===== src/hdl/cmfp_pkg.sv =====
// Shared types and constants for the chat message field parser.
// Used by cmfp_step and chat_message_field_parser_core; no dependencies.
package cmfp_pkg;

  // Destination capacities of the string fields.
  localparam int ID_CAPACITY      = 64;
  localparam int NAME_CAPACITY    = 32;
  localparam int CONTENT_CAPACITY = 1024;

  // A character is kept while its index is below capacity minus one.
  localparam logic [16:0] ID_KEEP_LIMIT      = 17'(ID_CAPACITY - 1);
  localparam logic [16:0] NAME_KEEP_LIMIT    = 17'(NAME_CAPACITY - 1);
  localparam logic [16:0] CONTENT_KEEP_LIMIT = 17'(CONTENT_CAPACITY - 1);

  localparam logic [3:0]  MIN_PAYLOAD = 4'd13;
  localparam logic [15:0] TIME_BYTES  = 16'd8;

  // Flag bits that select the optional strings.
  localparam int FLAG_ORIG_BIT  = 2;
  localparam int FLAG_RECIP_BIT = 3;

  typedef enum logic [3:0] {
    PH_FLAGS    = 4'd0,
    PH_TIME     = 4'd1,
    PH_IDLEN    = 4'd2,
    PH_IDCHR    = 4'd3,
    PH_SNDLEN   = 4'd4,
    PH_SNDCHR   = 4'd5,
    PH_CLENHI   = 4'd6,
    PH_CLENLO   = 4'd7,
    PH_CONTENT  = 4'd8,
    PH_ORIGLEN  = 4'd9,
    PH_ORIGCHR  = 4'd10,
    PH_RECIPLEN = 4'd11,
    PH_RECIPCHR = 4'd12,
    PH_IGNORED  = 4'd13
  } phase_t;

  typedef enum logic [3:0] {
    TAG_FLAGS     = 4'd0,
    TAG_TIME      = 4'd1,
    TAG_ID_LEN    = 4'd2,
    TAG_ID_CHR    = 4'd3,
    TAG_SND_LEN   = 4'd4,
    TAG_SND_CHR   = 4'd5,
    TAG_CONT_LEN  = 4'd6,
    TAG_CONT_CHR  = 4'd7,
    TAG_ORIG_LEN  = 4'd8,
    TAG_ORIG_CHR  = 4'd9,
    TAG_RECIP_LEN = 4'd10,
    TAG_RECIP_CHR = 4'd11,
    TAG_IGNORED   = 4'd12
  } tag_t;

  typedef enum logic [1:0] {
    ST_OK        = 2'd0,
    ST_SHORT     = 2'd1,
    ST_TRUNCATED = 2'd2
  } status_t;

  // Parser state carried from one byte to the next.
  typedef struct packed {
    phase_t      phase;
    logic [15:0] bytes_left;
    logic [15:0] str_index;
    logic [1:0]  option_bits;  // bit 0 orig present, bit 1 recip present
    logic [7:0]  len_high;
    logic [3:0]  total_seen;
  } parse_state_t;

  localparam parse_state_t STATE_RESET = '{
    phase:       PH_FLAGS,
    bytes_left:  16'd0,
    str_index:   16'd0,
    option_bits: 2'd0,
    len_high:    8'd0,
    total_seen:  4'd0
  };

  typedef struct packed {
    tag_t       tag;
    logic [7:0] byte_value;
    logic       keep_char;
    logic       is_final;
    status_t    status;
    logic       dropped;
  } parse_result_t;

endpackage


===== src/hdl/chat_message_field_parser_core.sv =====
// Top level of the chat message field parser: input register, parser state,
// result register. Depends on cmfp_pkg and cmfp_step.
//
//   channel  direction  tdata                         tuser      tlast
//   in_      slave      data_byte                     -          end_of_payload
//   out_     master     byte, keep, status, dropped   field_tag  is_final
//
// Each beat passes through the input register and then the result register.
// One beat per cycle is sustained while out_tready is high; the per-byte
// state update is the only loop.
// A stall on out_tready fills the result register and then the input
// register before in_tready drops; nothing is lost or repeated.
// rst_n is synchronous and active low and returns the parser to the flags byte.
module chat_message_field_parser_core (
  input  logic        clk,
  input  logic        rst_n,
  input  logic        in_tvalid,
  output logic        in_tready,
  input  logic [7:0]  in_tdata,   // [7:0] data_byte
  input  logic        in_tlast,   // end_of_payload
  output logic        out_tvalid,
  input  logic        out_tready,
  output logic [15:0] out_tdata,  // [7:0] byte_value, [8] keep_char,
                                  // [10:9] parse_status, [11] optional_dropped,
                                  // [15:12] zero
  output logic [3:0]  out_tuser,  // [3:0] field_tag
  output logic        out_tlast   // is_final
);
  import cmfp_pkg::*;

  logic          in_valid_r;
  logic [7:0]    in_byte_r;
  logic          in_last_r;
  parse_state_t  state_r;
  parse_state_t  state_nxt;
  parse_result_t step_res;
  parse_result_t out_res_r;
  logic          out_valid_r;
  logic          adv;

  cmfp_step u_step (
    .st             (state_r),
    .data_byte      (in_byte_r),
    .end_of_payload (in_last_r),
    .st_nxt         (state_nxt),
    .res            (step_res)
  );

  // The held byte moves on when the result register is empty or draining.
  assign adv       = in_valid_r && (!out_valid_r || out_tready);
  assign in_tready = !in_valid_r || adv;

  always_ff @(posedge clk) begin
    if (!rst_n) begin
      in_valid_r  <= 1'b0;
      out_valid_r <= 1'b0;
      state_r     <= STATE_RESET;
    end else begin
      if (in_tready) begin
        in_valid_r <= in_tvalid;
      end
      if (adv) begin
        out_valid_r <= 1'b1;
        state_r     <= state_nxt;
      end else if (out_tready) begin
        out_valid_r <= 1'b0;
      end
    end
  end

  always_ff @(posedge clk) begin
    if (in_tready) begin
      in_byte_r <= in_tdata;
      in_last_r <= in_tlast;
    end
    if (adv) begin
      out_res_r <= step_res;
    end
  end

  assign out_tvalid = out_valid_r;
  assign out_tdata  = {4'd0, out_res_r.dropped, out_res_r.status,
                       out_res_r.keep_char, out_res_r.byte_value};
  assign out_tuser  = out_res_r.tag;
  assign out_tlast  = out_res_r.is_final;

  // After a final byte is processed the parser is back at the flags byte.
  a_restart_after_final: assert property (@(posedge clk) disable iff (!rst_n)
    adv && in_last_r |=> state_r.phase == PH_FLAGS && state_r.total_seen == 4'd0)
    else $error("parser state not cleared after final byte");

  // Status and drop flag only appear on a final result.
  a_status_only_final: assert property (@(posedge clk) disable iff (!rst_n)
    out_tvalid && !out_tlast |-> out_tdata[11:9] == 3'd0)
    else $error("status reported on a non-final result");

  // Keep is set only on string characters.
  a_keep_on_chars: assert property (@(posedge clk) disable iff (!rst_n)
    out_tvalid && out_tdata[8] |->
      (out_tuser == TAG_ID_CHR || out_tuser == TAG_SND_CHR ||
       out_tuser == TAG_CONT_CHR || out_tuser == TAG_ORIG_CHR ||
       out_tuser == TAG_RECIP_CHR))
    else $error("keep set on a non-character byte");

  // A drop is never reported together with a failing status.
  a_drop_exclusive: assert property (@(posedge clk) disable iff (!rst_n)
    out_tvalid && out_tdata[11] |-> out_tdata[10:9] == ST_OK)
    else $error("drop flag with non-ok status");

endmodule


===== src/hdl/cmfp_step.sv =====
// Per-byte field decode: next parser state and the result for one byte.
// Purely combinational; depends on cmfp_pkg.
module cmfp_step (
  input  cmfp_pkg::parse_state_t  st,
  input  logic [7:0]              data_byte,
  input  logic                    end_of_payload,
  output cmfp_pkg::parse_state_t  st_nxt,
  output cmfp_pkg::parse_result_t res
);
  import cmfp_pkg::*;

  phase_t      after_content;
  phase_t      after_orig;
  phase_t      chr_next;
  logic [16:0] keep_limit;
  logic [15:0] left_dec;
  logic [15:0] new_len;
  logic        char_phase;
  logic        len_phase;
  phase_t      len_chr;
  phase_t      len_skip;
  tag_t        tag_dec;
  parse_state_t upd;

  always_comb begin
    after_content = st.option_bits[0] ? PH_ORIGLEN :
                    (st.option_bits[1] ? PH_RECIPLEN : PH_IGNORED);
    after_orig    = st.option_bits[1] ? PH_RECIPLEN : PH_IGNORED;
    left_dec      = st.bytes_left - 16'd1;
    new_len       = (st.phase == PH_CLENLO) ? {st.len_high, data_byte}
                                            : {8'd0, data_byte};
  end

  // Decode of the current phase into the roles it plays.
  always_comb begin
    char_phase = 1'b0;
    len_phase  = 1'b0;
    keep_limit = NAME_KEEP_LIMIT;
    chr_next   = PH_IGNORED;
    len_chr    = PH_IGNORED;
    len_skip   = PH_IGNORED;
    tag_dec    = TAG_IGNORED;
    case (st.phase)
      PH_FLAGS:    tag_dec = TAG_FLAGS;
      PH_TIME:     tag_dec = TAG_TIME;
      PH_IDLEN: begin
        tag_dec = TAG_ID_LEN;  len_phase = 1'b1;
        len_chr = PH_IDCHR;    len_skip  = PH_SNDLEN;
      end
      PH_IDCHR: begin
        tag_dec = TAG_ID_CHR;  char_phase = 1'b1;
        keep_limit = ID_KEEP_LIMIT; chr_next = PH_SNDLEN;
      end
      PH_SNDLEN: begin
        tag_dec = TAG_SND_LEN; len_phase = 1'b1;
        len_chr = PH_SNDCHR;   len_skip  = PH_CLENHI;
      end
      PH_SNDCHR: begin
        tag_dec = TAG_SND_CHR; char_phase = 1'b1;
        chr_next = PH_CLENHI;
      end
      PH_CLENHI:   tag_dec = TAG_CONT_LEN;
      PH_CLENLO: begin
        tag_dec = TAG_CONT_LEN; len_phase = 1'b1;
        len_chr = PH_CONTENT;   len_skip  = after_content;
      end
      PH_CONTENT: begin
        tag_dec = TAG_CONT_CHR; char_phase = 1'b1;
        keep_limit = CONTENT_KEEP_LIMIT; chr_next = after_content;
      end
      PH_ORIGLEN: begin
        tag_dec = TAG_ORIG_LEN; len_phase = 1'b1;
        len_chr = PH_ORIGCHR;   len_skip  = after_orig;
      end
      PH_ORIGCHR: begin
        tag_dec = TAG_ORIG_CHR; char_phase = 1'b1;
        chr_next = after_orig;
      end
      PH_RECIPLEN: begin
        tag_dec = TAG_RECIP_LEN; len_phase = 1'b1;
        len_chr = PH_RECIPCHR;   len_skip  = PH_IGNORED;
      end
      PH_RECIPCHR: begin
        tag_dec = TAG_RECIP_CHR; char_phase = 1'b1;
        chr_next = PH_IGNORED;
      end
      default:     tag_dec = TAG_IGNORED;
    endcase
  end

  always_comb begin
    upd = st;
    if (st.total_seen < MIN_PAYLOAD) begin
      upd.total_seen = st.total_seen + 4'd1;
    end
    res.tag       = tag_dec;
    res.keep_char = 1'b0;
    if (st.phase == PH_FLAGS) begin
      upd.option_bits = {data_byte[FLAG_RECIP_BIT], data_byte[FLAG_ORIG_BIT]};
      upd.bytes_left  = TIME_BYTES;
      upd.phase       = PH_TIME;
    end else if (st.phase == PH_TIME) begin
      upd.bytes_left = left_dec;
      if (left_dec == 16'd0) begin
        upd.phase = PH_IDLEN;
      end
    end else if (st.phase == PH_CLENHI) begin
      upd.len_high = data_byte;
      upd.phase    = PH_CLENLO;
    end else if (len_phase) begin
      upd.bytes_left = new_len;
      upd.str_index  = 16'd0;
      upd.phase      = (new_len != 16'd0) ? len_chr : len_skip;
    end else if (char_phase) begin
      res.keep_char  = ({1'b0, st.str_index} < keep_limit);
      upd.str_index  = st.str_index + 16'd1;
      upd.bytes_left = left_dec;
      if (left_dec == 16'd0) begin
        upd.phase = chr_next;
      end
    end else begin
      upd.phase = PH_IGNORED;
    end

    res.byte_value = data_byte;
    res.is_final   = end_of_payload;
    res.status     = ST_OK;
    res.dropped    = 1'b0;
    st_nxt         = upd;
    if (end_of_payload) begin
      if (upd.total_seen < MIN_PAYLOAD) begin
        res.status = ST_SHORT;
      end else if (upd.phase < PH_ORIGLEN) begin
        res.status = ST_TRUNCATED;
      end else if (upd.phase == PH_ORIGCHR || upd.phase == PH_RECIPCHR) begin
        res.dropped = 1'b1;
      end
      // A new message starts with the next byte.
      st_nxt = STATE_RESET;
    end
  end

endmodule

===== config.mk =====
export PLATFORM = sky130hd
export DESIGN_NAME = chat_message_field_parser_core
export DESIGN_NICKNAME = d
export VERILOG_FILES = /design/src/hdl/cmfp_pkg.sv /design/src/hdl/chat_message_field_parser_core.sv /design/src/hdl/cmfp_step.sv
export SDC_FILE = /design/constraint.sdc
export NUM_CORES = 1
export LEC_CHECK = 0
export BUFFER_PORTS_ARGS = -buffer_cell sky130_fd_sc_hd__buf_4
export CORE_MARGIN = 3
export CORE_UTILIZATION = 42
export CTS_CLUSTER_DIAMETER = 40
export CTS_CLUSTER_SIZE = 10
export DETAILED_ROUTE_END_ITERATION = 10
export SLEW_MARGIN = 20
export SYNTH_ARGS = -nofsm -noshare
export SYNTH_HDL_FRONTEND = slang
export SYNTH_SLANG_ARGS = --single-unit

===== constraint.sdc =====
create_clock -name clk -period 3.8 [get_ports clk]
set_clock_uncertainty 0.2 [all_clocks]
set_input_delay 0.19 -clock clk [delete_from_list [all_inputs] [get_ports clk]]
set_output_delay 0.19 -clock clk [all_outputs]
set_load 0.02 [all_outputs]

==> results.rst <==
.. list-table::
   :header-rows: 1

   * - Metric
     - Value
   * - Pins over their slew limit
     - 0
   * - Required time reported for the critical path endpoint
     - approximately 3.8 ns
   * - Max-cap violations
     - 0
   * - Largest buffer count on any clock path
     - 2
   * - Avg Synthesized Cell Area
     - between 9 and 10 µm²
   * - Leakage
     - around 1.8 nW
   * - Dpl cell area
     - 4640 µm²
   * - Seq. cell area
     - 1820 µm²
   * - Clock tree from TritonCTS
     - done
   * - Pre-antenna DRT Iters
     - 5
   * - Layout Cell Area excl Fill
     - 4970 µm²
   * - Post-synthesis cell area
     - between 4000 and 5000 µm²
   * - Setup slack on the worst flop-to-flop path
     - between 0.5 and 0.6 ns
   * - Synth Flop Type
     - sky130_fd_sc_hd__dfxtp_1
   * - Iteration-0 DRC count of the detailed router
     - ~220
   * - Final-report setup violation count
     - 0
   * - FF-to-FF Start
     - state_r[30]$_SDFFE_PN0P_
   * - Worst hold-check path type
     - in2reg
   * - Row Count
     - 36
   * - Arrival time worst endpoint
     - 3.27 ns
   * - Worst ir drop on vdd
     - roughly 240 µV
   * - H-tree depth
     - 3
   * - Area of the die
     - between 10,000 and 15,000 µm²
   * - Antenna Diode Count
     - 0
   * - YS warnings
     - 0
   * - Layout cells sized above 1
     - 14.0%
   * - Die height
     - 108 µm
   * - Number of filler cells placed in the layout
     - roughly 960
   * - Number of buffers created by CTS
     - 9
   * - Cells resized by post-CTS repair
     - 0
   * - Wirelength, routed
     - ~11,000 µm
   * - Root Driver
     - sky130_fd_sc_hd__clkbuf_8
   * - DP HPWL
     - slightly below 8000 µm
   * - Boundary pin count
     - 36
   * - CTS clk-pin slew, worst paths
     - about 0.090 ns
   * - Die X-Extent
     - 108 µm
   * - Transition time at the pin with the least slew margin
     - between 0.6 and 0.7 ns
   * - Initial Util
     - a little over two fifths
   * - Worst-path maximum fanout
     - 10
   * - GP Congestion
     - 0.861
   * - Remaining antenna violation count after routing
     - 0
   * - Worst-Skew Late Latency
     - 0.37 ns
   * - Netlist cell types
     - 69
   * - Clock period minus final worst setup slack
     - between 3 and 4 ns
   * - Worst r2r dst
     - out_tdata[10]$_SDFFCE_PP0P_
   * - Source of the critical timing path
     - state_r[30]$_SDFFE_PN0P_
   * - Depth of the worst register-to-register path
     - 10
   * - Fmax achieved
     - a little over 0.3 GHz
   * - Drt wl/cell
     - roughly 17 µm
   * - Post-route fraction of the period consumed by the critical path
     - between 80% and 90%
   * - Result of the run
     - finished clean
   * - Portion of total power attributed to combinational logic
     - under 10%
   * - Element type at the critical path start
     - flop
   * - Remaining max-slew budget at the tightest pin
     - between 50% and 60%
   * - Area of the core
     - 9910 µm²
   * - Seq/Total Area, Yosys
     - ~42%
   * - Clock network power share
     - between 30 and 40%
   * - Vias per cell
     - approximately 5.6
   * - Power per standard cell area
     - approximately 350 nW/µm²
   * - Sw power
     - 0.430 mW
   * - Type of destination of the critical path
     - flop
   * - Largest net degree at the start of global routing
     - 38
   * - Vias in the first global route
     - ~3.6k
   * - Switching share of power
     - about a quarter
   * - Ys async rst share
     - 0%
   * - P&R area growth vs syn
     - 14.7%
   * - Hold Violations, Final
     - 0
   * - Count of buffers inserted at the top-level ports
     - 31
   * - Crit path kind
     - reg2reg
   * - Setup_tns
     - 0 ns
   * - Antenna violations before repair
     - 0
   * - RSZ-0062 raised after global routing
     - false
   * - Total grt overflow
     - 0
   * - Share of total power in sequential cells
     - 51.5%
   * - Via count
     - around 3.7k
   * - Total DRC errors in the routed layout
     - 0
   * - Flip-flop and latch count after synthesis
     - 78
   * - Multi-input combinational cell area
     - ~2300 µm²
   * - Syn Inst Count
     - 480
   * - Wire length of the first global-routing pass
     - around 18,000 µm
   * - Critical Path Sink
     - out_tdata[10]$_SDFFCE_PP0P_
   * - Internal Power
     - roughly 1.3 mW
   * - Tot GR Track Use
     - around 20%
   * - EDFF count, synth
     - 26
   * - Net count reported at finish
     - between 500 and 600
   * - Number of sinks handled by clock tree synthesis
     - 78
registers in the layout, summed over array words and instances (netlist names):
| signal | cells |
|---|---|
| in_valid_r | 1 |
| out_tdata | 12 |
| state_r | 50 |
| in_byte_r | 8 |
| in_last_r | 1 |
| out_tvalid | 1 |
| out_tuser | 4 |
| out_tlast | 1 |
per-layer routing:
layer  up-vias  GRT usage, %  routed length (µm)
met5         -             0                   0
met4         0          6.94                 192
met3        13          4.92                 685
met2       120          30.7                4950
met1      1705          28.6                5290
li1       1814             -                   -
kinds of logic (layout without fill, tap and decap cells):
logic type               count (synthesis)  after routing  share of synthesized area (%)
adder cells (fa/ha/maj)                 10             10                           2.89
AND/OR/NAND/NOR                        200            200                           25.1
buffers and inverters                   42             81                           5.37
other                                    1              4                         0.0865
multiplexers                             3              3                          0.693
AO/OA/AOI/OAI                          122            122                           19.0
flip-flops                              78             78                           42.0
XOR/XNOR                                24             24                           4.85
through the flow:
| stage | utilization (%) | instances | hold slack [ns] | power (mW) | setup WS (ns) |
|---|---|---|---|---|---|
| 2_1_floorplan | - | 483 | 0.0889 | 1.02 | 1.13 |
| 3_3_place_gp | 46.8 | 627 | 0.171 | 1.06 | 0.842 |
| 3_5_place_dp | 46.8 | 627 | 0.170 | 1.06 | 0.613 |
| 4_1_cts | 50.2 | 655 | 0.0425 | 1.76 | 0.614 |
| 5_1_grt | 50.2 | 655 | 0.0704 | 1.81 | 0.191 |
| 6_report | 50.2 | 655 | 0.0553 | 1.75 | 0.574 |
final cells by class:
class	count	share of cell area, %
Clock buffer	10	2.57
Clock inverter	6	1.74
Inverter	12	0.906
Multi-Input combinational cell	363	46.2
Sequential cell	78	36.6
Tap cell	133	3.35
Timing Repair Buffer	53	8.61
worst max-delay path, stage by stage, from the launching register on:
cell	delay, ns
sky130_fd_sc_hd__dfxtp_1	0.42
sky130_fd_sc_hd__inv_1	0.14
sky130_fd_sc_hd__ha_1	0.35
sky130_fd_sc_hd__nor3b_1	0.37
sky130_fd_sc_hd__nand3_1	0.15
sky130_fd_sc_hd__xor2_1	0.28
sky130_fd_sc_hd__nand4_2	0.22
sky130_fd_sc_hd__nor4_1	0.37
sky130_fd_sc_hd__o22ai_1	0.18
sky130_fd_sc_hd__nor4_2	0.28
sky130_fd_sc_hd__o21ba_1	0.16
power groups by stage:
stage,clock (mW),sequential [mW],combinational (mW)
2_1_floorplan,0,0.922,0.0938
3_3_place_gp,0,0.917,0.147
3_5_place_dp,0,0.917,0.147
4_1_cts,0.706,0.899,0.158
5_1_grt,0.740,0.901,0.174
6_report,0.689,0.899,0.158
cells in the final DEF, fill, tap and decap left out, types with 11 or more instances in the layout:
| master | instances |
|---|---|
| sky130_fd_sc_hd__a21oi_1 | 20 |
| sky130_fd_sc_hd__xor2_1 | 13 |
| sky130_fd_sc_hd__dlygate4sd3_1 | 12 |
| sky130_fd_sc_hd__nor2b_1 | 32 |
| sky130_fd_sc_hd__edfxtp_1 | 26 |
| sky130_fd_sc_hd__nand3_1 | 14 |
| sky130_fd_sc_hd__o21ai_0 | 33 |
| sky130_fd_sc_hd__xnor2_1 | 11 |
| sky130_fd_sc_hd__nand2_1 | 45 |
| sky130_fd_sc_hd__nor3_1 | 14 |
| sky130_fd_sc_hd__nor2_1 | 42 |
| sky130_fd_sc_hd__dfxtp_1 | 52 |
| sky130_fd_sc_hd__buf_4 | 41 |
| sky130_fd_sc_hd__a22oi_1 | 20 |
Yosys cell counts, types with 7 or more instances:
library cell,n,area share [%]
sky130_fd_sc_hd__nand3_1,14,1.6
sky130_fd_sc_hd__nand4_1,7,1.0
sky130_fd_sc_hd__nor3_1,14,1.6
sky130_fd_sc_hd__inv_1,10,0.87
sky130_fd_sc_hd__a31oi_1,7,1.0
sky130_fd_sc_hd__edfxtp_1,26,18
sky130_fd_sc_hd__xor2_1,13,2.6
sky130_fd_sc_hd__clkbuf_1,12,1.0
sky130_fd_sc_hd__nor4_1,8,1.2
sky130_fd_sc_hd__dfxtp_1,52,24
sky130_fd_sc_hd__a21oi_1,20,2.3
sky130_fd_sc_hd__nor2b_1,32,4.6
sky130_fd_sc_hd__nor2_1,42,3.6
sky130_fd_sc_hd__ha_1,10,2.9
sky130_fd_sc_hd__nand2_1,45,3.9
sky130_fd_sc_hd__a22oi_1,20,3.5
sky130_fd_sc_hd__xnor2_1,11,2.2
sky130_fd_sc_hd__o21ai_0,33,3.8
worst min path at each step:
stage | from | to | slack, ns | cells after the start
after detailed placement | in_tlast | in_last_r$_DFFE_PP_ | 0.17 | 1
after global placement | in_tdata[3] | in_byte_r[3]$_DFFE_PP_ | 0.17 | 1
after global routing | rst_n | state_r[36]$_SDFFE_PN0P_ | 0.07 | 2
final | rst_n | out_tvalid$_SDFFE_PN0P_ | 0.06 | 2
after floorplan | in_tdata[0] | in_byte_r[0]$_DFFE_PP_ | 0.09 | 0
after CTS | rst_n | out_tvalid$_SDFFE_PN0P_ | 0.04 | 2
repair_timing:
action,4_1_cts,5_1_grt
endpoints found under the hold margin,11,0
hold buffers,12,0
buffers inserted,0,0
Power figures use the tool's default switching activity.
